### src/hdl/pmb_pkg.sv
// Package: shared constants, item kinds and controller states of the byte matcher.
`default_nettype none
package pmb_pkg;

  // defaults of the top-level parameters
  localparam int PatternsDef = 8;
  localparam int MaxLenDef = 64;
  localparam int TrackerEntriesDef = 256;

  // events reported per access, beyond that matches only update state
  localparam int MaxEvents = 64;
  // pc hash folds the upper word onto the lower word
  localparam int HashShift = 32;

  // field widths of the ports
  localparam int KindW = 2;
  localparam int XlenW = 64;
  localparam int IdW = 3;
  localparam int CharPosW = 6;
  localparam int LenInW = 7;
  localparam int HitW = 16;
  localparam int CfgW = 4;

  typedef enum logic [KindW-1:0] {
    KIND_ACCESS  = 2'd0,
    KIND_LOAD    = 2'd1,
    KIND_SET_LEN = 2'd2,
    KIND_NONE    = 2'd3
  } kind_t;

  typedef enum logic [2:0] {
    ST_IDLE,
    ST_READ,
    ST_LOOK,
    ST_SCAN,
    ST_EMIT,
    ST_FLUSH,
    ST_WB
  } state_t;

endpackage
`default_nettype wire

### src/hdl/pmb_pattern_store.sv
// Pattern byte memories (one per pattern) and the pattern length registers.
`default_nettype none
module pmb_pattern_store #(
  parameter int PATTERNS = 8,
  parameter int MAX_LEN = 64,
  parameter int AW = $clog2(MAX_LEN),
  parameter int PSW = $clog2(MAX_LEN + 1)
) (
  input  wire logic                          clk,
  input  wire logic                          rst_n,
  input  wire logic                          ld_en,
  input  wire logic [pmb_pkg::IdW-1:0]       ld_idx,
  input  wire logic [pmb_pkg::CharPosW-1:0]  ld_pos,
  input  wire logic [7:0]                    ld_val,
  input  wire logic                          len_en,
  input  wire logic [pmb_pkg::IdW-1:0]       len_idx,
  input  wire logic [pmb_pkg::LenInW-1:0]    len_val,
  input  wire logic                          len_clr,
  input  wire logic [PATTERNS-1:0][AW-1:0]   rd_addr,
  output logic      [PATTERNS-1:0][7:0]      rd_data,
  output logic      [PATTERNS-1:0][PSW-1:0]  lens
);
  import pmb_pkg::*;

  logic                 ld_ok;
  logic                 len_ok;
  logic [PSW-1:0]       len_clip;
  logic [PATTERNS-1:0][PSW-1:0] lens_r;

  // bad slots and positions are dropped
  assign ld_ok  = ld_en && (int'(ld_idx) < PATTERNS) && (int'(ld_pos) < MAX_LEN);
  assign len_ok = len_en && (int'(len_idx) < PATTERNS);
  assign len_clip = (int'(len_val) > MAX_LEN) ? PSW'(MAX_LEN) : PSW'(len_val);
  assign lens = lens_r;

  // one byte memory per pattern so every pattern is read each cycle
  for (genvar p = 0; p < PATTERNS; p++) begin : g_pat
    logic [7:0] mem [MAX_LEN];
    logic [7:0] q_r;

    always_ff @(posedge clk) begin
      if (ld_ok && (int'(ld_idx) == p)) begin
        mem[AW'(ld_pos)] <= ld_val;
      end
      q_r <= mem[rd_addr[p]];
    end
    assign rd_data[p] = q_r;

    // length register, cleared by reset or by an empty pattern set
    always_ff @(posedge clk) begin
      if (!rst_n || len_clr) begin
        lens_r[p] <= '0;
      end else if (len_ok && (int'(len_idx) == p)) begin
        lens_r[p] <= len_clip;
      end
    end
  end

endmodule
`default_nettype wire

### config.mk
export PLATFORM = sky130hd
export DESIGN_NAME = pmb_pattern_store
export DESIGN_NICKNAME = d
export VERILOG_FILES = /design/src/hdl/pmb_pkg.sv /design/src/hdl/pmb_pattern_store.sv
export SDC_FILE = /design/constraint.sdc
export NUM_CORES = 2
export LEC_CHECK = 0
export ABC_AREA = 1
export BUFFER_PORTS_ARGS = -buffer_cell sky130_fd_sc_hd__buf_2
export CORE_MARGIN = 2
export CORE_UTILIZATION = 30
export CTS_BUF_LIST = sky130_fd_sc_hd__clkbuf_16
export CTS_CLUSTER_DIAMETER = 120
export DETAILED_ROUTE_END_ITERATION = 12
export GPL_TIMING_DRIVEN = 0
export MAX_ROUTING_LAYER = met4
export PLACE_DENSITY_LB_ADDON = 0.2
export SYNTH_ARGS = -nofsm -noshare
export SYNTH_HDL_FRONTEND = slang
export SYNTH_SLANG_ARGS = --single-unit
### constraint.sdc
create_clock -name clk -period 2.4 [get_ports clk]
set_clock_uncertainty 0.15 [all_clocks]
set_input_delay 0.48 -clock clk [delete_from_list [all_inputs] [get_ports clk]]
set_output_delay 0.48 -clock clk [all_outputs]
set_load 0.01 [all_outputs]
==> results by group <==
Outcome
  – Status: finished with violations
  – Failing checks: negative setup slack

Logic synthesis
  – Yosys Warn Count: 0
  – Yosys top cell area share: about 73%
  – Cell taking the most area after synthesis: edfxtp_1
  – Synthesized area: 0.169 mm2
  – Top_reg_cell synth: edfxtp_1
  – Async SR Flop Fraction: 0%
  – Synth cell count leaders: 5269 x nand2_1, 4096 x edfxtp_1, 3456 x nand3_1, 537 x nor2_1, 396 x clkbuf_1
  – Net Count, Synth: 14700
  – Post-synth cell types: 14
  – FF+latch count, synth: approximately 4200
  – Sequential-to-total area share from yosys stat: 74.1%
  – Most common cell in the netlist: nand2_1
  – Post-synth EDFFs: 4096
  – Cells after synthesis: 14600
  – Avg Cell Area, Syn: 11.6 um2
  – Synth top area cells: edfxtp_1 73%, nand2_1 12%, nand3_1 10%, dfxtp_1 1.4%, nor2_1 1.2%

Drt
  – Total Wirelength: 632 mm
  – DR vias/cell: between 5 and 6
  – Post-DR wirelength/cell: 27.1 um
  – First DRT Iteration DRCs: 13600
  – DR DRC count: 0
  – Pre-antenna DRT Iters: 7
  – Routed vias: 118000
  – Final ANT Viol Nets: 0

Cells and area
  – # nets final: around 15000
  – Post-route design area: 0.199 mm2
  – Share of post-route cells with drive strength above 1: ~11%
  – Area Overhead vs Synth: 17.5%
  – Final core utilization: 35.4%

CTS
  – Sinks on Clock Net: around 4200
  – CTS tree: done
  – Clock Latency Late Sink: 1.06 ns
  – # H-tree levels: 5
  – Root Driver: clkbuf_16
  – TritonCTS Buffers: 462
  – CTS clk-pin slew, worst paths: 0.06 ns
  – CTS Buffer Depth: 4

Timing
  – Setup TNS: -20.76 ns
  – Worst Tran Pin Value: 1.16 ns
  – Tcrit/Tclk final: 108%
  – Fmax: 386 MHz
  – RSZ-0062 raised after global routing: yes
  – Worst relative slew slack: 22.6%
  – Min Tclk post-route: 2.59 ns
  – Final Max Tran Viols: 0
  – Fin worst setup slack: -0.189 ns
  – Final hold violation count: 0
  – Final setup viols: 365

Critical path
  – WP data arrival: 3.07 ns
  – Worst Setup Path Type: primary input to flip-flop
  – Setup crit end kind: flip-flop
  – Critical path startpoint category: primary input
  – CP max FO: 8
  – Slowest Stage Delay on Critical Path: 0.69 ns
  – Critical Path RT: 2.88 ns
  – Worst path cell trace: buf_2, inv_1, nor3_4, nand2_4, buf_16, nor2_1
  – Crit-path slowest cell: nor2_1

Placed design
  – Placed cell area: 0.182 mm2
  – Port bufs: 166
  – GP Congestion: 0.926
  – DP Worst Slack: -2.41 ns
  – Dpl hpwl: 422 mm

Floorplan
  – Initial Utilization: 30.2%
  – Die Ht: 755 um
  – Die X: between 700 and 800 um
  – Row Count: 275
  – Die area: 0.570 mm2
  – Core Footprint: roughly 0.56 mm2
  – Io pins: 200

Global routing
  – Grt ovf: 0
  – First-pass GRT wire length: 870 mm
  – GRT Resource Usage Total: 22.0%
  – Initial antenna violation count: 57
  – Largest net degree at the start of global routing: 121
  – Vias in the first global route: 110000

Hold path
  – Hold Crit Class: primary input to flip-flop

Power and ir drop
  – Max IR drop VDD: 775 uV
  – Leakage power: slightly above 0.07 uW
  – Pwr Density: 814 mW/mm2

Run
  – Max Cap Viol: 0
-- where the power goes --
group	leakage, uW	total (uW)	switching [uW]	internal, uW
Clock	0.00761	70100	30600	39500
Combinational	0.0252	11000	8510	2470
Sequential	0.0378	81000	63.9	80900
Total	0.0706	162000	39100	123000
-- cell type report --
class,instances,area (um2)
clock inverters,390,3040
multi-input cells,9391,41500
well taps,7479,9360
fillers,55600,363000
flip-flops and latches,4216,125000
plain buffers,933,3950
inverters,65,244
diodes,36,90.1
clock buffers,467,11700
repair buffers,327,3760
-- flip-flops by register name, indices dropped and copies added, names as in the netlist --
signal,flops
g_pat.mem,4096
lens,56
g_pat.q_r,64
-- stage by stage --
stage               cells  power, uW  hold slack [ns]
floorplan           14600      87400            0.399
global placement    22300      93700            0.339
detailed placement  22300      93200            0.347
CTS                 23200     163000          0.00586
global route        23300     167000           0.0137
finish              23300     162000           0.0755
-- layer usage --
layer / part of all wire [%] / track usage, %
met3: 8.4 / 4.16
met2: 45 / 33.1
met1: 44 / 30.3
met5: 0 / -
met4: 3.1 / 6.61
-- critical path: cells and delay by family --
| kind | cells | cell delay, ns |
|---|---|---|
| buffers and inverters | 3 | 0.82 |
| and+or+nand+nor | 3 | 1.72 |
-- placed cells by master, fill, tap and decap left out, types with 5 or more instances in the layout --
master         instances
nand3_1             3456
clkbuf_16            468
nor2_4                24
o21ai_0               56
nor3_1                 8
buf_16                47
nand2_1             5198
edfxtp_1            4096
diode_2               36
dlygate4sd3_1         52
nand2_8                5
dfxtp_1              120
clkinvlp_4            13
nor2_1               120
buf_2                502
buf_12                44
nand2_2               38
buf_1                189
clkinv_2              80
nand2_4               28
buf_8                  8
buf_4                 17
a21oi_1               48
nor3_4                16
clkinv_1             117
clkbuf_1             392
bufinv_16             40
inv_2                 15
clkbuf_2               6
inv_6                  9
nor2_2               393
clkinv_16              8
inv_1                161
-- path summary, 6_finish.rpt --
kind / slack (ns) / depth (start not counted) / to / startpoint
worst max-delay path: -0.19 / 6 / g_pat[7].mem[16][5] / ld_pos[4]
worst min-delay path: 0.08 / 5 / g_pat[0].q_r[1] / rd_addr[3]
worst max register to register: 0.19 / 9 / g_pat[7].q_r[3] / g_pat[7].mem[59][3]
worst min register to register: 0.36 / 2 / lens[48] / lens[48]
-- repair_timing --
item | in CTS | in global routing
pin swaps | 3 | 7
setup endpoints to repair | 4049 | 2996
endpoints found under the hold margin | 680 | 0
gates resized for setup | 321 | 186
gates cloned | 0 | 1
buffers inserted | 5 | 20
hold buffers | 52 | 0
-- logic make-up (layout without fill, tap and decap cells) --
kind of cell	Yosys count	count (layout)	synth area share [%]
other cells	0	36	0
compound gates	104	104	0.307
simple gates	9287	9287	23.2
buf+inv	1000	2182	2.47
flops	4216	4216	74.1
Power figures use the tool's default switching activity.
